<file path="src/rtl/usb_ais_pkg.sv">
// ----------------------------------------------------------------------------
// usb_ais_pkg
// Shared types and constants of the USB attach identity sequencer: event
// codes, identity and phase codes, register indexes and item layouts.
// ----------------------------------------------------------------------------
`default_nettype none

package usb_ais_pkg;

  // Event codes carried in the action field
  typedef enum logic [2:0] {
    ACT_POLL       = 3'd0,
    ACT_START      = 3'd1,
    ACT_WANT_FULL  = 3'd2,
    ACT_WANT_IDLE  = 3'd3,
    ACT_WANT_DET   = 3'd4,
    ACT_RECONNECT  = 3'd5,
    ACT_DESC_SERVED = 3'd6
  } action_e;

  // Wanted bus identity
  typedef enum logic [1:0] {
    ID_DETACHED = 2'd0,
    ID_IDLE     = 2'd1,
    ID_FULL     = 2'd2
  } ident_e;

  // Attach phase
  typedef enum logic [1:0] {
    PH_DETACHED   = 2'd0,
    PH_WAITING    = 2'd1,
    PH_CONNECTING = 2'd2,
    PH_SERVED     = 2'd3
  } phase_e;

  // Configuration register indexes
  localparam int unsigned CfgIdxW = 2;
  localparam logic [CfgIdxW-1:0] CFG_WAKE_EN  = 2'd0;
  localparam logic [CfgIdxW-1:0] CFG_IDLE_EN  = 2'd1;
  localparam logic [CfgIdxW-1:0] CFG_REENUM   = 2'd2;

  localparam int unsigned DelayW   = 24;
  localparam int unsigned TimeW    = 64;
  localparam logic [DelayW-1:0] REENUM_RESET = 24'd250000;

  typedef struct packed {
    logic              wake_enabled;
    logic              idle_identity_enabled;
    logic [DelayW-1:0] reenumerate_delay;
  } cfg_t;

  typedef struct packed {
    logic [2:0]       action;
    logic [TimeW-1:0] time_now;
    logic             bus_suspended;
    logic             keyboard_busy;
    logic             link_connected;
    logic             served_was_idle;
  } evt_t;

  typedef struct packed {
    logic       connect_pulse;
    logic       disconnect_pulse;
    logic       reconnect_note;
    logic       idle_descriptor_wanted;
    logic       idle_identity_active;
    logic       gamepad_ready;
    logic [1:0] attach_phase;
  } res_t;

endpackage

`default_nettype wire

</file>
<file path="src/rtl/usb_ais_if.sv">
// ----------------------------------------------------------------------------
// usb_ais_if
// Valid/ready channels of the sequencer: event items in, result items out,
// and the configuration write channel.
// ----------------------------------------------------------------------------
`default_nettype none

interface usb_ais_evt_if;
  logic        valid;
  logic        ready;
  logic [2:0]  action;
  logic [63:0] time_now;
  logic        bus_suspended;
  logic        keyboard_busy;
  logic        link_connected;
  logic        served_was_idle;

  modport source (output valid, action, time_now, bus_suspended, keyboard_busy,
                  link_connected, served_was_idle, input ready);
  modport sink   (input valid, action, time_now, bus_suspended, keyboard_busy,
                  link_connected, served_was_idle, output ready);
endinterface

interface usb_ais_res_if;
  logic       valid;
  logic       ready;
  logic       connect_pulse;
  logic       disconnect_pulse;
  logic       reconnect_note;
  logic       idle_descriptor_wanted;
  logic       idle_identity_active;
  logic       gamepad_ready;
  logic [1:0] attach_phase;

  modport source (output valid, connect_pulse, disconnect_pulse, reconnect_note,
                  idle_descriptor_wanted, idle_identity_active, gamepad_ready,
                  attach_phase, input ready);
  modport sink   (input valid, connect_pulse, disconnect_pulse, reconnect_note,
                  idle_descriptor_wanted, idle_identity_active, gamepad_ready,
                  attach_phase, output ready);
endinterface

interface usb_ais_cfg_if;
  logic        valid;
  logic        ready;
  logic [1:0]  index;
  logic [23:0] data;

  modport source (output valid, index, data, input ready);
  modport sink   (input valid, index, data, output ready);
endinterface

`default_nettype wire

</file>
<file path="src/rtl/usb_ais_cfg.sv">
// ----------------------------------------------------------------------------
// usb_ais_cfg
// Configuration register file: wake enable, idle identity enable and the
// re-enumerate delay. Writes are taken in every cycle.
// ----------------------------------------------------------------------------
`default_nettype none

module usb_ais_cfg (
  input  wire logic           clk_i,
  input  wire logic           rst_ni,
  usb_ais_cfg_if.sink         cfg_i,
  output usb_ais_pkg::cfg_t   cfg_o
);

  usb_ais_pkg::cfg_t cfg_q, cfg_d;

  assign cfg_i.ready = 1'b1;

  // Decode the write index; indexes past the list are dropped
  always_comb begin
    cfg_d = cfg_q;
    if (cfg_i.valid) begin
      unique case (cfg_i.index)
        usb_ais_pkg::CFG_WAKE_EN: cfg_d.wake_enabled          = cfg_i.data[0];
        usb_ais_pkg::CFG_IDLE_EN: cfg_d.idle_identity_enabled = cfg_i.data[0];
        usb_ais_pkg::CFG_REENUM:  cfg_d.reenumerate_delay     = cfg_i.data;
        default: ;
      endcase
    end
  end

  always_ff @(posedge clk_i or negedge rst_ni) begin
    if (!rst_ni) begin
      cfg_q.wake_enabled          <= 1'b0;
      cfg_q.idle_identity_enabled <= 1'b0;
      cfg_q.reenumerate_delay     <= usb_ais_pkg::REENUM_RESET;
    end else begin
      cfg_q <= cfg_d;
    end
  end

  assign cfg_o = cfg_q;

endmodule

`default_nettype wire

</file>
<file path="src/rtl/usb_ais_seq.sv">
// ----------------------------------------------------------------------------
// usb_ais_seq
// Attach sequencing state and the single-pass event logic. On fire_i the
// registered event is applied to the state and the result item is formed
// from the updated state.
// ----------------------------------------------------------------------------
`default_nettype none

module usb_ais_seq (
  input  wire logic          clk_i,
  input  wire logic          rst_ni,
  input  wire logic          fire_i,
  input  usb_ais_pkg::evt_t  evt_i,
  input  usb_ais_pkg::cfg_t  cfg_i,
  output usb_ais_pkg::res_t  res_o
);

  usb_ais_pkg::ident_e wanted_q, wanted_d;
  usb_ais_pkg::phase_e phase_q, phase_d;
  logic idle_desc_q, idle_desc_d;
  logic served_idle_q, served_idle_d;
  logic rc_pend_q, rc_pend_d;
  logic [usb_ais_pkg::TimeW-1:0] detach_time_q, detach_time_d;

  logic pls_connect, pls_disconnect, pls_note;
  logic idle_target;
  logic delay_met;
  logic [usb_ais_pkg::TimeW-1:0] elapsed;

  // Elapsed time since detach, wrapping, unsigned compare against the delay
  assign elapsed   = evt_i.time_now - detach_time_q;
  assign delay_met = elapsed >= {{(usb_ais_pkg::TimeW-usb_ais_pkg::DelayW){1'b0}},
                                 cfg_i.reenumerate_delay};
  assign idle_target = (wanted_q == usb_ais_pkg::ID_IDLE);

  // Event decode and state update
  always_comb begin
    wanted_d       = wanted_q;
    phase_d        = phase_q;
    idle_desc_d    = idle_desc_q;
    served_idle_d  = served_idle_q;
    rc_pend_d      = rc_pend_q;
    detach_time_d  = detach_time_q;
    pls_connect    = 1'b0;
    pls_disconnect = 1'b0;
    pls_note       = 1'b0;
    if (fire_i) begin
      unique case (usb_ais_pkg::action_e'(evt_i.action))
        usb_ais_pkg::ACT_POLL: begin
          if (!evt_i.bus_suspended && !evt_i.keyboard_busy) begin
            priority if (rc_pend_q) begin
              // pending reconnect: drop off the bus and start over
              rc_pend_d = 1'b0;
              pls_note  = 1'b1;
              pls_disconnect = (phase_q != usb_ais_pkg::PH_DETACHED);
              if (wanted_q == usb_ais_pkg::ID_DETACHED) begin
                phase_d = usb_ais_pkg::PH_DETACHED;
              end else begin
                idle_desc_d   = idle_target;
                served_idle_d = 1'b0;
                phase_d       = usb_ais_pkg::PH_WAITING;
                detach_time_d = evt_i.time_now;
              end
            end else if (wanted_q == usb_ais_pkg::ID_DETACHED) begin
              if (phase_q != usb_ais_pkg::PH_DETACHED) begin
                pls_note       = 1'b1;
                pls_disconnect = 1'b1;
                phase_d        = usb_ais_pkg::PH_DETACHED;
                detach_time_d  = evt_i.time_now;
              end
            end else if (phase_q == usb_ais_pkg::PH_SERVED &&
                         served_idle_q == idle_target) begin
              // already serving the wanted identity
            end else if (phase_q == usb_ais_pkg::PH_SERVED ||
                         (phase_q == usb_ais_pkg::PH_CONNECTING &&
                          idle_desc_q != idle_target)) begin
              // identity change: detach and wait out the delay
              pls_note       = 1'b1;
              pls_disconnect = 1'b1;
              phase_d        = usb_ais_pkg::PH_WAITING;
              idle_desc_d    = idle_target;
              detach_time_d  = evt_i.time_now;
            end else if (phase_q == usb_ais_pkg::PH_DETACHED) begin
              phase_d       = usb_ais_pkg::PH_WAITING;
              idle_desc_d   = idle_target;
              detach_time_d = evt_i.time_now;
            end else if (phase_q == usb_ais_pkg::PH_WAITING) begin
              idle_desc_d = idle_target;
              if (delay_met) begin
                phase_d     = usb_ais_pkg::PH_CONNECTING;
                pls_connect = 1'b1;
              end
            end else begin
              // connecting with the right descriptor: nothing to do
            end
          end
        end
        usb_ais_pkg::ACT_START: begin
          if (!cfg_i.wake_enabled) begin
            wanted_d    = usb_ais_pkg::ID_DETACHED;
            phase_d     = usb_ais_pkg::PH_DETACHED;
            idle_desc_d = 1'b0;
          end else if (cfg_i.idle_identity_enabled) begin
            wanted_d    = usb_ais_pkg::ID_IDLE;
            phase_d     = usb_ais_pkg::PH_WAITING;
            idle_desc_d = 1'b1;
          end else begin
            wanted_d    = usb_ais_pkg::ID_FULL;
            phase_d     = usb_ais_pkg::PH_WAITING;
            idle_desc_d = 1'b0;
          end
          served_idle_d = 1'b0;
          detach_time_d = evt_i.time_now;
        end
        usb_ais_pkg::ACT_WANT_FULL: wanted_d = usb_ais_pkg::ID_FULL;
        usb_ais_pkg::ACT_WANT_IDLE: wanted_d = usb_ais_pkg::ID_IDLE;
        usb_ais_pkg::ACT_WANT_DET:  wanted_d = usb_ais_pkg::ID_DETACHED;
        usb_ais_pkg::ACT_RECONNECT: begin
          if (!cfg_i.wake_enabled) begin
            wanted_d = usb_ais_pkg::ID_DETACHED;
          end else if (!evt_i.link_connected && cfg_i.idle_identity_enabled) begin
            wanted_d = usb_ais_pkg::ID_IDLE;
          end else begin
            wanted_d = usb_ais_pkg::ID_FULL;
          end
          rc_pend_d = 1'b1;
        end
        usb_ais_pkg::ACT_DESC_SERVED: begin
          served_idle_d = evt_i.served_was_idle;
          phase_d       = usb_ais_pkg::PH_SERVED;
        end
        default: ;  // unused code: no change
      endcase
    end
  end

  // Result item from the post-event state
  always_comb begin
    res_o.connect_pulse          = pls_connect;
    res_o.disconnect_pulse       = pls_disconnect;
    res_o.reconnect_note         = pls_note;
    res_o.idle_descriptor_wanted = idle_desc_d;
    res_o.idle_identity_active   = (phase_d == usb_ais_pkg::PH_SERVED) && served_idle_d;
    res_o.gamepad_ready          = (phase_d == usb_ais_pkg::PH_SERVED) && !served_idle_d;
    res_o.attach_phase           = phase_d;
  end

  always_ff @(posedge clk_i or negedge rst_ni) begin
    if (!rst_ni) begin
      wanted_q      <= usb_ais_pkg::ID_DETACHED;
      phase_q       <= usb_ais_pkg::PH_DETACHED;
      idle_desc_q   <= 1'b0;
      served_idle_q <= 1'b0;
      rc_pend_q     <= 1'b0;
      detach_time_q <= '0;
    end else begin
      wanted_q      <= wanted_d;
      phase_q       <= phase_d;
      idle_desc_q   <= idle_desc_d;
      served_idle_q <= served_idle_d;
      rc_pend_q     <= rc_pend_d;
      detach_time_q <= detach_time_d;
    end
  end

endmodule

`default_nettype wire

</file>
<file path="src/rtl/usb_attach_identity_sequencer.sv">
// ----------------------------------------------------------------------------
// usb_attach_identity_sequencer
// Moves a USB device's bus attachment between detached, idle and full
// identities and times the re-enumerate delay.
//
// Channels: evt_i takes event items (poll, start, identity requests,
// reconnect, descriptor served); res_o returns one result item per event
// with the connect/disconnect/reconnect-note pulses and the status after
// the event. cfg_i writes the three configuration registers; it is always
// ready. The user must write it only while no event is in flight; the block
// does not enforce this. An accepted event is applied as it moves from the
// input register to the output register, raising res_o.valid. Throughput
// is one event per cycle while the receiver does not stall; the path is
// the input register, one 64-bit subtract-compare and the output register.
// When the receiver stalls, the result holds in the output register, one
// more event waits in the input register, and evt_i.ready then drops.
// Reset clears both valid flags, the sequencing state (detached, no pending
// reconnect, detach time zero) and sets the delay to 250000 us.
// ----------------------------------------------------------------------------
`default_nettype none

module usb_attach_identity_sequencer (
  input  wire logic    clk_i,
  input  wire logic    rst_ni,
  usb_ais_evt_if.sink  evt_i,
  usb_ais_res_if.source res_o,
  usb_ais_cfg_if.sink  cfg_i
);

  usb_ais_pkg::cfg_t cfg;
  usb_ais_pkg::evt_t evt_q;
  usb_ais_pkg::res_t res_d, res_q;
  logic in_valid_q;
  logic out_valid_q;
  logic advance;

  usb_ais_cfg u_cfg (
    .clk_i  (clk_i),
    .rst_ni (rst_ni),
    .cfg_i  (cfg_i),
    .cfg_o  (cfg)
  );

  // Event moves from the input register to the output register
  assign advance     = in_valid_q && (!out_valid_q || res_o.ready);
  assign evt_i.ready = !in_valid_q || advance;

  usb_ais_seq u_seq (
    .clk_i  (clk_i),
    .rst_ni (rst_ni),
    .fire_i (advance),
    .evt_i  (evt_q),
    .cfg_i  (cfg),
    .res_o  (res_d)
  );

  // Valid flags
  always_ff @(posedge clk_i or negedge rst_ni) begin
    if (!rst_ni) begin
      in_valid_q  <= 1'b0;
      out_valid_q <= 1'b0;
    end else begin
      if (evt_i.ready) begin
        in_valid_q <= evt_i.valid;
      end
      if (advance) begin
        out_valid_q <= 1'b1;
      end else if (res_o.ready) begin
        out_valid_q <= 1'b0;
      end
    end
  end

  // Payload registers
  always_ff @(posedge clk_i) begin
    if (evt_i.valid && evt_i.ready) begin
      evt_q.action          <= evt_i.action;
      evt_q.time_now        <= evt_i.time_now;
      evt_q.bus_suspended   <= evt_i.bus_suspended;
      evt_q.keyboard_busy   <= evt_i.keyboard_busy;
      evt_q.link_connected  <= evt_i.link_connected;
      evt_q.served_was_idle <= evt_i.served_was_idle;
    end
    if (advance) begin
      res_q <= res_d;
    end
  end

  assign res_o.valid                  = out_valid_q;
  assign res_o.connect_pulse          = res_q.connect_pulse;
  assign res_o.disconnect_pulse       = res_q.disconnect_pulse;
  assign res_o.reconnect_note         = res_q.reconnect_note;
  assign res_o.idle_descriptor_wanted = res_q.idle_descriptor_wanted;
  assign res_o.idle_identity_active   = res_q.idle_identity_active;
  assign res_o.gamepad_ready          = res_q.gamepad_ready;
  assign res_o.attach_phase           = res_q.attach_phase;

endmodule

`default_nettype wire

</file>
<file path="src/flat_wrapper.sv">
// flat-port wrapper written by rule: the top's interface ports become plain ports
module usb_attach_identity_sequencer_flat 
  (clk_i, rst_ni, evt_i_valid, evt_i_action, evt_i_time_now, evt_i_bus_suspended, evt_i_keyboard_busy, evt_i_link_connected, evt_i_served_was_idle, evt_i_ready, res_o_valid, res_o_connect_pulse, res_o_disconnect_pulse, res_o_reconnect_note, res_o_idle_descriptor_wanted, res_o_idle_identity_active, res_o_gamepad_ready, res_o_attach_phase, res_o_ready, cfg_i_valid, cfg_i_index, cfg_i_data, cfg_i_ready);
  usb_ais_evt_if evt_i_i ();
  usb_ais_res_if res_o_i ();
  usb_ais_cfg_if cfg_i_i ();
  input  wire logic clk_i;
  input  wire logic rst_ni;
  input wire logic [$bits(evt_i_i.valid)-1:0] evt_i_valid;
  input wire logic [$bits(evt_i_i.action)-1:0] evt_i_action;
  input wire logic [$bits(evt_i_i.time_now)-1:0] evt_i_time_now;
  input wire logic [$bits(evt_i_i.bus_suspended)-1:0] evt_i_bus_suspended;
  input wire logic [$bits(evt_i_i.keyboard_busy)-1:0] evt_i_keyboard_busy;
  input wire logic [$bits(evt_i_i.link_connected)-1:0] evt_i_link_connected;
  input wire logic [$bits(evt_i_i.served_was_idle)-1:0] evt_i_served_was_idle;
  output wire logic [$bits(evt_i_i.ready)-1:0] evt_i_ready;
  output wire logic [$bits(res_o_i.valid)-1:0] res_o_valid;
  output wire logic [$bits(res_o_i.connect_pulse)-1:0] res_o_connect_pulse;
  output wire logic [$bits(res_o_i.disconnect_pulse)-1:0] res_o_disconnect_pulse;
  output wire logic [$bits(res_o_i.reconnect_note)-1:0] res_o_reconnect_note;
  output wire logic [$bits(res_o_i.idle_descriptor_wanted)-1:0] res_o_idle_descriptor_wanted;
  output wire logic [$bits(res_o_i.idle_identity_active)-1:0] res_o_idle_identity_active;
  output wire logic [$bits(res_o_i.gamepad_ready)-1:0] res_o_gamepad_ready;
  output wire logic [$bits(res_o_i.attach_phase)-1:0] res_o_attach_phase;
  input wire logic [$bits(res_o_i.ready)-1:0] res_o_ready;
  input wire logic [$bits(cfg_i_i.valid)-1:0] cfg_i_valid;
  input wire logic [$bits(cfg_i_i.index)-1:0] cfg_i_index;
  input wire logic [$bits(cfg_i_i.data)-1:0] cfg_i_data;
  output wire logic [$bits(cfg_i_i.ready)-1:0] cfg_i_ready;
  assign evt_i_i.valid = evt_i_valid;
  assign evt_i_i.action = evt_i_action;
  assign evt_i_i.time_now = evt_i_time_now;
  assign evt_i_i.bus_suspended = evt_i_bus_suspended;
  assign evt_i_i.keyboard_busy = evt_i_keyboard_busy;
  assign evt_i_i.link_connected = evt_i_link_connected;
  assign evt_i_i.served_was_idle = evt_i_served_was_idle;
  assign evt_i_ready = evt_i_i.ready;
  assign res_o_valid = res_o_i.valid;
  assign res_o_connect_pulse = res_o_i.connect_pulse;
  assign res_o_disconnect_pulse = res_o_i.disconnect_pulse;
  assign res_o_reconnect_note = res_o_i.reconnect_note;
  assign res_o_idle_descriptor_wanted = res_o_i.idle_descriptor_wanted;
  assign res_o_idle_identity_active = res_o_i.idle_identity_active;
  assign res_o_gamepad_ready = res_o_i.gamepad_ready;
  assign res_o_attach_phase = res_o_i.attach_phase;
  assign res_o_i.ready = res_o_ready;
  assign cfg_i_i.valid = cfg_i_valid;
  assign cfg_i_i.index = cfg_i_index;
  assign cfg_i_i.data = cfg_i_data;
  assign cfg_i_ready = cfg_i_i.ready;
  usb_attach_identity_sequencer u_core (.clk_i(clk_i), .rst_ni(rst_ni), .evt_i(evt_i_i), .res_o(res_o_i), .cfg_i(cfg_i_i));
endmodule
</file>
<file path="config.mk">
export PLATFORM = sky130hd
export DESIGN_NAME = usb_attach_identity_sequencer_flat
export DESIGN_NICKNAME = d
export VERILOG_FILES = /design/src/rtl/usb_ais_pkg.sv /design/src/rtl/usb_ais_if.sv /design/src/rtl/usb_ais_cfg.sv /design/src/rtl/usb_ais_seq.sv /design/src/rtl/usb_attach_identity_sequencer.sv /design/src/flat_wrapper.sv
export SDC_FILE = /design/constraint.sdc
export NUM_CORES = 1
export LEC_CHECK = 0
export BUFFER_PORTS_ARGS = -buffer_cell sky130_fd_sc_hd__buf_4
export CAP_MARGIN = 20
export CELL_PAD_IN_SITES_DETAIL_PLACEMENT = 1
export CELL_PAD_IN_SITES_GLOBAL_PLACEMENT = 1
export CORE_ASPECT_RATIO = 0.8
export CORE_UTILIZATION = 40
export CTS_CLUSTER_DIAMETER = 50
export DETAILED_ROUTE_END_ITERATION = 8
export PLACE_DENSITY_LB_ADDON = 0.12
export RECOVER_POWER = 100
export REMOVE_ABC_BUFFERS = 1
export SKIP_CTS_REPAIR_TIMING = 1
export SLEW_MARGIN = 20
export SYNTH_ARGS = -nofsm -noshare
export SYNTH_HDL_FRONTEND = slang
export SYNTH_SLANG_ARGS = --single-unit
export TNS_END_PERCENT = 5
</file>
<file path="constraint.sdc">
create_clock -name clk_i -period 6.45 [get_ports clk_i]
set_clock_uncertainty 0.05 [all_clocks]
set_input_delay 0.3225 -clock clk_i [delete_from_list [all_inputs] [get_ports clk_i]]
set_output_delay 0.3225 -clock clk_i [all_outputs]
set_load 0.02 [all_outputs]
</file>
Word-level counts from Yosys, hierarchy flattened
Index checks and enable logic that the tools add are counted.
Operators by class
  eq/ne operators: 20
  add/sub/neg operators: 1
  reduce and logical (&&, ||, !) cells: 34
  shift-type cells: 0
  multiply operators: 0
  $lt $le $gt $ge: 1
  bitwise logic cells: 3
  mux-type cells: 55
  divide/modulo/power cells: 0
Operators by type and width (number)
  64-bit 2-to-1 mux: 8
  64-bit one-hot mux with 2 select lines: 1
  64-bit by 24-bit greater-or-equal comparator with 1-bit output: 1
  64-bit subtractor: 1
  2-bit 2-to-1 mux: 14
  1-bit 2-to-1 mux: 27
  2-bit one-hot mux with 5 select lines: 1
  2-bit AND reduction: 5
  3-bit equality test, second input constant: 3
  2-bit equality test, second input constant: 4
  1-bit logical AND: 8
  2-bit nonzero test: 4
  8-bit OR reduction: 1
  7-bit AND reduction: 1
  2-bit by 1-bit equality test with 1-bit output, second input constant: 3
  3-bit by 2-bit equality test with 1-bit output, second input constant: 2
  1-bit logical NOT: 6
  2-bit logical NOT: 3
  3-bit != test, second input constant: 2
  2-bit one-hot mux with 3 select lines: 1
  5-bit != test, second input constant: 1
  5-bit nonzero test: 1
  4-bit != test, second input constant: 1
  1-bit one-hot mux with 2 select lines: 2
  other kinds (9): 13
Word-level totals
  memory bits (writable): 0
  input port bits: 102
  memory bits (read-only): 0
  memories kept: 0
  output and inout bits: 11
  bits in latches: 0
  register bits after elaboration: 178

Longest topological paths before layout
Gate-level depths: netlist of run 1.
  depth in word-level cells: 14
  mapped depth: 23
  mapped depth without buffers: 23

Hierarchy
A second synthesis of run 1 with hierarchy kept.
Unflattened totals
  cells, all modules: 1304
  area, all modules: 12355.6 um2
By module, submodules not included
  usb_ais_seq: area an instance 8783.4 um2, instances 1, seq. area each 1776.7 um2, cells each 1158
  usb_attach_identity_sequencer: area an instance 2476.1 um2, instances 1, seq. area each 2422.3 um2, cells each 87
  usb_ais_cfg: area an instance 1096.1 um2, instances 1, seq. area each 659.4 um2, cells each 59

Worst setup path after synthesis of run 1
OpenSTA, ideal clock, no wires.
  path kind: register -> register
  start: reg u_core.evt_q[4] in the netlist's numbering
  end: reg u_core.res_q (netlist bit u_core.res_o.gamepad_ready) (data pin)
  arrival time: 4.417 ns
  library setup time: 0.182 ns
  setup slack: 1.802 ns
  path buffers: 0
  period minus slack after synthesis: 4.648 ns
  stages on the path, launching flop included: 23
  path through: edfxtp_1 > inv_1 > ha_1 > inv_1 > fa_1 > a21o_1 > a221oi_1 > a2111o_1 > a21oi_2 > xor2_1 > ha_1 > nand2_1 > o22ai_1 > nor2_1 > o2111ai_1 > nor4_1 > nand3_1 > nand4b_1 > or4_1 > nor4_1 > nand4_1 > and2_4 > nor4b_1
RTL lines
  from (decl): RTL line usb_attach_identity_sequencer.sv:31  | usb_ais_pkg::evt_t evt_q;
  to (signal assigned): RTL line usb_attach_identity_sequencer.sv:85  | res_q <= res_d;
  to (decl): RTL line usb_attach_identity_sequencer.sv:32  | usb_ais_pkg::res_t res_d, res_q;

==> results.json, run 1 <==
{
  "mappedNetlistArea_sq_um": 12100,
  "synthFlopType": "dfrtp_1",
  "synth_xor_area_share_pct": 2.96,
  "synth_compound_gate_area_share_pct": 20.9,
  "rsz0062_at_grt": "no",
  "drc": 0,
  "antenna_cells": 0,
  "die-area_sq_um": 31000,
  "synth_edf_count": 79,
  "firstDrtPassIters": 5,
  "slew_viol_final": 249,
  "crit_fanout": 3,
  "cts_sinks": 178,
  "cts_buffer_depth": 2,
  "start_util_pct": 41.0,
  "ant_nets": 0,
  "pwr-share-seq_pct": 27.2,
  "synth_top_family_by_area": "compound AO/OA/AOI/OAI gates",
  "leakage_uw": 0.00583,
  "worstHoldPathType": "in -> reg",
  "place_inst": 1810,
  "crit_chain": "inv_1 > ha_1 > inv_1 > fa_1 > a21o_1 > a221oi_1 > clkbuf_1 > a2111o_1 > nor2b_1 > xnor2_1 > ha_1 > nand4_1 > nor2_1 > o41ai_1 > nand3_1 > nand4b_1 > or4_1 > nor4_1 > nand4_1 > and2_0 > nor4_1",
  "arrival_ns": 6.01,
  "violations": "max-capacitance violations, max-slew violations",
  "core.rowCount": 56,
  "switching_share_pct": 45.7,
  "p_sw_uw": 2600,
  "fin_util_pct": 48.7,
  "status": "finished, violations left",
  "required_ns": 6.65,
  "combPwrFrac_pct": 54.8,
  "syn_inst": 1351,
  "yosysSeqAreaShare_pct": 40.1,
  "fin_crit_ns": 5.81,
  "synth_top_area_share_pct": 19.6,
  "synthMuxAreaShare_pct": 3.21,
  "grt_max_degree": 127,
  "drive_above_1_share_pct": 13.5,
  "htreeDepth": 4,
  "vdd_drop_max_mv": 0.198,
  "setup_viol": 0,
  "min_period_over_period_pct": 90.1,
  "synth_top_area_cell": "edfxtp_1",
  "post_dp_cell_area_sq_um": 13200,
  "p_int_uw": 3090,
  "synth.avg_cell_area_sq_um": 8.97,
  "whs_ns": 0.0279,
  "end_kind": "flop",
  "max_freq_ghz": 0.172,
  "tightest_slew_ns": 5.07,
  "cpPeakStageDelay_ns": 0.49,
  "synth_simple_gate_area_share_pct": 17.5,
  "drv_cap": 3,
  "cts-root-buf": "clkbuf_16",
  "vias": 10900,
  "synthAdderAreaFrac_pct": 9.25,
  "post_drt_wl_per_cell_um": 20.1,
  "die_h_um": 158,
  "vias_per_cell": 5.68,
  "crit_type": "reg -> reg",
  "syn_to_final_growth_pct": 18.7,
  "yosysWarnings": 0,
  "ys_ff_latch": 178,
  "crit_family": "simple AND/OR/NAND/NOR gates",
  "routed_wl_um": 38600,
  "clk_latency_ns": 0.47,
  "grt_usage_pct": 25.3,
  "grt_pass1_vias": 10800,
  "die_x_um": 197,
  "slew_headroom_pct": -238,
  "hpwl_um": 29200,
  "ioPinCount": 113,
  "yosysUniqueCellTypes": 100,
  "io_buffers": 111,
  "cts_buffers": 17,
  "antenna_found_initial": 0,
  "power_density_nw_per_um2": 395,
  "gp_congestion": 0.945,
  "cp.buffers_inverters": 3,
  "synth_most_common_cell": "nand2_1",
  "instances_no_fill": 1915,
  "yosys-top-cells-count": "nand2_1, o21ai_0, a21oi_1, inv_1, dfrtp_1",
  "clkTransAtPathRegs_ns": 0.08,
  "hold_viol_final": 0,
  "cpMaxStageDelayCell": "or4_1",
  "p_clk_share_pct": 18.0,
  "synthArstFlopShare_pct": 55.6,
  "finalNetCount": 1687,
  "core_sq_um": 29600,
  "drt_iter0_drc": 687,
  "critical_path.startpoint_type": "flop",
  "yosys-top-cells-area": "edfxtp_1, dfrtp_1, ha_1",
  "overflow": 0,
  "fin_area_sq_um": 14400,
  "grt_pass1_wl_um": 60700,
  "cts_tree": "yes"
}
## cells in the final DEF, fill, tap and decap left out, drive strengths merged, types with 12 or more instances in the layout
master,count
nand2,179
o21ai,134
a21oi,118
inv,110
clkbuf,106
dfrtp,92
nor2,89
ha,88
edfxtp,79
dlygate4sd3,73
nand4,47
mux2,31
buf,28
nor3,27
nand3,26
xnor2,24
a21o,18
xor2,17
o21a,17
nor4,12
## sequential cells by signal, summed over array words and instances, names as in the netlist
signal,count
u_core.res_o.idle_descriptor_wanted,1
u_core.res_o.idle_identity_active,1
u_core.u_seq.served_idle_q,1
u_core.u_seq.detach_time_q,64
u_core.u_seq.wanted_q,2
u_core.u_seq.rc_pend_q,1
u_core.u_seq.phase_q,2
u_core.res_o.disconnect_pulse,1
u_core.res_o.attach_phase,2
u_core.u_seq.idle_desc_q,1
u_core.evt_q,71
u_core.in_valid_q,1
u_core.res_o.reconnect_note,1
u_core.res_o.connect_pulse,1
u_core.u_cfg.cfg_o,26
u_core.res_o.gamepad_ready,1
u_core.res_o.valid,1
## power groups by stage
stage	Combinational, uW	Clock, uW	Sequential (uW)
6_report	3120	1030	1540
5_1_grt	3450	1090	1570
4_1_cts	3060	1050	1540
3_5_place_dp	3030	0	1560
3_3_place_gp	2990	0	1550
2_1_floorplan	2130	0	1540
## metrics by stage
step	setup WS (ns)	power (uW)	setup TNS, ns
2_1_floorplan	-8.68	3670	-514.11
3_3_place_gp	1.04	4540	0
3_5_place_dp	0.872	4600	0
4_1_cts	0.811	5660	0
5_1_grt	0.302	6110	0
6_report	0.642	5690	0
## cells by family (layout without fill, tap and decap cells)
| family | count (synthesis) | count (layout) |
|---|---|---|
| AO/OA/AOI/OAI | 397 | 397 |
| XOR/XNOR | 41 | 41 |
| adder cells (fa/ha/maj) | 89 | 89 |
| buffers and inverters | 168 | 326 |
| flip-flops | 178 | 178 |
| multiplexers | 35 | 35 |
| other | 1 | 1 |
| AND/OR/NAND/NOR | 442 | 442 |
## worst reg2reg max path, cell delays in order (launching register included)
cell      delay [ns]
edfxtp_1        0.39
inv_1           0.07
ha_1            0.15
inv_1           0.05
fa_1            0.42
a21o_1          0.20
a221oi_1        0.26
clkbuf_1        0.23
a2111o_1        0.31
nor2b_1         0.23
xnor2_1         0.18
ha_1            0.29
nand4_1         0.12
nor2_1          0.07
o41ai_1         0.44
nand3_1         0.13
nand4b_1        0.21
or4_1           0.49
nor4_1          0.39
nand4_1         0.26
and2_0          0.29
nor4_1          0.37
## final cells by class
type	instances	area (sq um)
Tap cell	406	508
Fill cell	3450	15200
Timing Repair Buffer	189	1540
Inverter	105	394
Clock buffer	18	429
Sequential cell	178	4860
Clock inverter	14	128
Multi-Input combinational cell	1005	6530
## path summary, 6_finish.rpt
path,from,end,slack (ns),cells past startpoint
max,u_core.evt_q[4]$_DFFE_PP_,u_core.res_o.idle_identity_active$_DFFE_PP_,0.64,21
min,cfg_i_data[1],u_core.u_cfg.cfg_o[1]$_DFFE_PN0P_,0.03,2
max reg2reg,u_core.evt_q[4]$_DFFE_PP_,u_core.res_o.idle_identity_active$_DFFE_PP_,0.64,21
min reg2reg,u_core.evt_q[56]$_DFFE_PP_,u_core.u_seq.detach_time_q[52]$_DFFE_PN0P_,0.44,2
max in group asynchronous,rst_ni,u_core.u_seq.detach_time_q[43]$_DFFE_PN0P_,2.54,3
min in group asynchronous,rst_ni,u_core.u_cfg.cfg_o[6]$_DFFE_PN0P_,1.27,2
## layer usage
layer  share of wire [%]  track usage, %  vias to the layer above
li1                    -               -                     5186
met3                 3.8            4.37                       52
met1                  49            36.1                     5394
met2                  45            39.1                      242
met5                   0               0                        -
met4                 1.9            8.08                        0
No activity file was read; power rests on OpenSTA's default activity.
==> inputs of run 2 (changes only) <==
- PLACE_DENSITY: default -> 0.72
- PLACE_DENSITY_LB_ADDON: 0.12 -> default
==> run 2 against run 1 <==
Net effect:
- the flow finishes with violations (negative hold slack, max-capacitance violations, max-slew violations)
- first-iteration DRC count decreased by 1.7%
- clock-buffer cell count increased by 4
- hold slack got worse by 0.030 ns
- final cell count decreased by 0.10%
- die area unchanged
- routed wire length decreased by 1.2%
- global-route usage decreased by 0.15 points
- critical path type unchanged
- critical endpoint is now u_core.res_o.gamepad_ready$_DFFE_PP_
- highest routed layer unchanged
==> results.json, run 2 (synthesis results as in run 1) <==
{
  "cts_tree": "yes",
  "rr_endpoint": "u_core.res_o.gamepad_ready$_DFFE_PP_",
  "worstHoldPathType": "in -> reg",
  "hold_viol_final": 1,
  "grt_usage_pct": 25.2,
  "ant_nets": 0,
  "vias": 10800,
  "clkTransAtPathRegs_ns": 0.07,
  "m1WireLength_um": 18900,
  "required_ns": 6.67,
  "antenna_found_initial": 0,
  "vias_per_cell": 5.65,
  "core_sq_um": 29600,
  "antenna_cells": 0,
  "max_freq_ghz": 0.171,
  "vdd_drop_max_mv": 0.200,
  "hpwl_um": 28800,
  "grt_pass1_vias": 10700,
  "die_x_um": 197,
  "grt_pass1_wl_um": 60000,
  "htreeDepth": 4,
  "gp_congestion": 0.948,
  "wl_met3_um": 1630,
  "whs_ns": -0.00200,
  "setup_slack_ns": 0.613,
  "critical_path.startpoint_type": "flop",
  "ioPinCount": 113,
  "fin_util_pct": 48.6,
  "fin_crit_ns": 5.84,
  "fin_area_sq_um": 14400,
  "cts_sinks": 178,
  "drc": 0,
  "io_buffers": 111,
  "n_fill_cell": 3478,
  "cts-root-buf": "clkbuf_16",
  "highest_layer": "met4",
  "leakage_uw": 0.00583,
  "largest_reg_flops": 71,
  "drv_cap": 3,
  "rr_startpoint": "u_core.evt_q[4]$_DFFE_PP_",
  "overflow": 0,
  "hold_path_startpoint": "evt_i_valid",
  "finalNetCount": 1685,
  "wl_met2_um": 17100,
  "cts_buffer_depth": 2,
  "hold_path_end": "u_core.in_valid_q$_DFFE_PN0N_",
  "drive_above_1_share_pct": 13.3,
  "largest_register": "u_core.evt_q",
  "ff2ff_path_depth": 22,
  "die_h_um": 158,
  "setup_viol": 0,
  "post_drt_wl_per_cell_um": 19.9,
  "grt_max_degree": 127,
  "setup.worst_path.start": "u_core.evt_q[4]$_DFFE_PP_",
  "cts_buffers": 17,
  "arrival_ns": 6.06,
  "die-area_sq_um": 31000,
  "slew_viol_final": 245,
  "drt_iter0_drc": 675,
  "core.rowCount": 56,
  "crit_fanout": 4,
  "min_path_cells": 2,
  "clk_latency_ns": 0.47,
  "end_kind": "flop",
  "start_util_pct": 41.0,
  "min_period_over_period_pct": 90.5,
  "r2r_slack_ns": 0.61,
  "routed_wl_um": 38100,
  "firstDrtPassIters": 5,
  "violations": "negative hold slack, max-capacitance violations, max-slew violations",
  "syn_to_final_growth_pct": 18.6,
  "dpl_worst_slack_ns": 0.822,
  "crit_type": "reg -> reg",
  "tightest_slew_ns": 5.05,
  "slew_headroom_pct": -237,
  "power_density_nw_per_um2": 396,
  "final_common_cell": "nand2_1",
  "post_dp_cell_area_sq_um": 13200,
  "status": "finished, violations left",
  "final_cell_mix": "nand2_1, o21ai_0, a21oi_1, inv_1, dfrtp_1",
  "p_total_uw": 5700,
  "rsz0062_at_grt": "no"
}
[run 2: where the power goes]
| group | internal (uW) | leakage, uW | switching [uW] |
|---|---|---|---|
| Combinational | 1120 | 0.00360 | 1990 |
| Clock | 566 | 0.000281 | 474 |
| Sequential | 1430 | 0.00195 | 113 |
| Total | 3120 | 0.00583 | 2580 |
[run 2: layer usage]
metal	GRT usage, %	up-vias
met5	0	-
met4	6.28	0
met3	3.83	30
met2	38.8	238
met1	36.9	5363
li1	-	5177
[run 2: area by class of cell]
cell class              count  area (sq um)  share of cell area, %
clock buffers              22           474                   3.30
clock inverters            10           101                  0.705
inverters                 105           394                   2.74
multi-input cells        1005          6520                   45.4
flip-flops and latches    178          4860                   33.8
well taps                 406           508                   3.53
repair buffers            187          1520                   10.6
[run 2: worst max-delay path by stage]
stage	slack, ns	endpoint	depth (start not counted)
after floorplan	-8.68	u_core.u_seq.detach_time_q[0]$_DFFE_PN0P_	6
after global placement	1.03	u_core.res_o.gamepad_ready$_DFFE_PP_	22
after detailed placement	0.82	u_core.res_o.gamepad_ready$_DFFE_PP_	22
after CTS	0.79	u_core.res_o.gamepad_ready$_DFFE_PP_	22
after global routing	0.25	u_core.res_o.gamepad_ready$_DFFE_PP_	22
final	0.61	u_core.res_o.gamepad_ready$_DFFE_PP_	22
[run 2: critical path, stage by stage (launching register included)]
cell	delay, ns
edfxtp_1	0.39
inv_1	0.07
ha_1	0.15
inv_1	0.05
fa_1	0.42
a21o_1	0.20
a221oi_1	0.53
a2111o_1	0.35
a21oi_1	0.19
xor2_1	0.19
ha_1	0.32
nand2_1	0.07
o22ai_1	0.07
nor2_1	0.11
o2111ai_1	0.10
nor4_1	0.30
nand3_1	0.13
nand4b_1	0.21
or4_1	0.48
nor4_1	0.38
nand4_1	0.25
and2_0	0.29
nor4b_1	0.35
[run 2: metrics by stage]
step	std cells	TNS, ns
after detailed placement	1810	0
after global placement	1810	0
after CTS	1842	0
after floorplan	1288	-514.11
after global routing	1913	0
final	1913	0
==> inputs of run 3 (changes only) <==
- HOLD_SLACK_MARGIN: default -> 0.08
==> run 3 against run 2 <==
Net effect:
- the run ends with max-capacitance violations, max-slew violations left
- final area increased by 1.8%
- non-clock buffer count increased by 26
- routed wire length increased by 2.9%
- via count increased by 1.1%
- sequential power about the same
- hold slack improved by 0.11 ns
- clock power about the same
- highest routed layer unchanged
==> results.json, run 3 (synthesis results as in run 1) <==
{
  "vias_per_cell": 5.63,
  "grt_pass1_vias": 10700,
  "cts_buffer_depth": 2,
  "setup_slack_ns": 0.580,
  "final_common_cell": "nand2_1",
  "setup_viol": 0,
  "io_buffers": 111,
  "cts_buffers": 17,
  "grt_max_degree": 127,
  "leakage_uw": 0.00594,
  "tightest_slew_ns": 4.98,
  "critical_path.startpoint_type": "flop",
  "die_x_um": 197,
  "die_h_um": 158,
  "overflow": 0,
  "core_sq_um": 29600,
  "ant_nets": 0,
  "post_drt_wl_per_cell_um": 20.2,
  "wl_met2_um": 17900,
  "largest_register": "u_core.evt_q",
  "status": "finished, violations left",
  "clk_latency_ns": 0.47,
  "n_fill_cell": 3461,
  "fin_util_pct": 49.5,
  "start_util_pct": 41.0,
  "grt_usage_pct": 25.2,
  "worstHoldPathType": "in -> reg",
  "core.rowCount": 56,
  "clkTransAtPathRegs_ns": 0.07,
  "finalNetCount": 1711,
  "rsz0062_at_grt": "no",
  "cts-root-buf": "clkbuf_16",
  "ioPinCount": 113,
  "vias": 10900,
  "vdd_drop_max_mv": 0.201,
  "final_cell_mix": "nand2_1, o21ai_0, a21oi_1, inv_1, dlygate4sd3_1",
  "crit_type": "reg -> reg",
  "die-area_sq_um": 31000,
  "drv_cap": 3,
  "highest_layer": "met4",
  "drt_iter0_drc": 618,
  "hpwl_um": 28800,
  "grt_pass1_wl_um": 60000,
  "dpl_worst_slack_ns": 0.822,
  "multi_input_area_sq_um": 6520,
  "gp_congestion": 0.948,
  "wl_met3_um": 1660,
  "slew_viol_final": 245,
  "end_kind": "flop",
  "routed_wl_um": 39200,
  "min_period_over_period_pct": 91.0,
  "cts_tree": "yes",
  "final-seq-area_sq_um": 4860,
  "m1WireLength_um": 19100,
  "syn_to_final_growth_pct": 20.7,
  "arrival_ns": 6.08,
  "htreeDepth": 4,
  "hold_viol_final": 0,
  "drc": 0,
  "drive_above_1_share_pct": 13.0,
  "largest_reg_flops": 71,
  "required_ns": 6.66,
  "cts_sinks": 178,
  "firstDrtPassIters": 5,
  "antenna_found_initial": 1,
  "power_density_nw_per_um2": 391,
  "max_freq_ghz": 0.170,
  "fin_crit_ns": 5.87,
  "slew_headroom_pct": -232,
  "crit_fanout": 4,
  "violations": "max-capacitance violations, max-slew violations"
}
## run 3: path summary, 6_finish.rpt
kind | from | end | slack (ns) | cells past startpoint
worst max-delay path | u_core.evt_q[4]$_DFFE_PP_ | u_core.res_o.gamepad_ready$_DFFE_PP_ | 0.58 | 22
worst max register to register | u_core.evt_q[4]$_DFFE_PP_ | u_core.res_o.gamepad_ready$_DFFE_PP_ | 0.58 | 22
worst min-delay path | res_o_ready | u_core.res_o.valid$_DFFE_PN0P_ | 0.11 | 3
worst min register to register | u_core.evt_q[10]$_DFFE_PP_ | u_core.u_seq.detach_time_q[6]$_DFFE_PN0P_ | 0.45 | 2
min in group asynchronous | rst_ni | u_core.u_cfg.cfg_o[5]$_DFFE_PN0P_ | 1.21 | 2
max in group asynchronous | rst_ni | u_core.u_seq.detach_time_q[40]$_DFFE_PN0P_ | 2.56 | 3
## run 3: per-stage QoR
stage | setup TNS (ns) | hold WS, ns | power (uW) | cell area [sq um] | cells
after floorplan | -514.11 | -0.0231 | 3670 | 11800 | 1288
after global placement | 0 | 0.318 | 4530 | 13200 | 1810
after detailed placement | 0 | 0.336 | 4600 | 13200 | 1810
after CTS | 0 | -0.172 | 5670 | 13700 | 1842
after global routing | 0 | 0.130 | 6160 | 14600 | 1940
final | 0 | 0.106 | 5720 | 14600 | 1940
## run 3: power breakdown
group          internal, uW  switching, uW
combinational          1130           2000
sequential             1430            117
clock                   566            474
total                  3130           2590
## run 3: layout make-up
cell class	count	area share, %
multi-input cells	1005	44.6
flip-flops and latches	178	33.2
repair buffers	213	12.1
well taps	406	3.47
clock buffers	22	3.24
inverters	105	2.69
clock inverters	10	0.693
diodes	1	0.0171
## run 3: layer usage
layer / global-route usage, % / up-vias
met5: 0 / -
met3: 3.83 / 32
met4: 6.28 / 0
li1: - / 5230
met1: 36.9 / 5428
met2: 38.8 / 240
## run 3: critical path, stage by stage, from the launching register on
cell       delay [ns]
edfxtp_1         0.39
inv_1            0.07
ha_1             0.15
inv_1            0.05
fa_1             0.42
a21o_1           0.19
a221oi_1         0.54
a2111o_1         0.36
a21oi_1          0.18
xor2_1           0.19
ha_1             0.32
nand2_1          0.07
o22ai_1          0.07
nor2_1           0.11
o2111ai_1        0.10
nor4_1           0.29
nand3_1          0.12
nand4b_1         0.21
or4_1            0.48
nor4_1           0.39
nand4_1          0.25
and2_0           0.29
nor4b_1          0.36
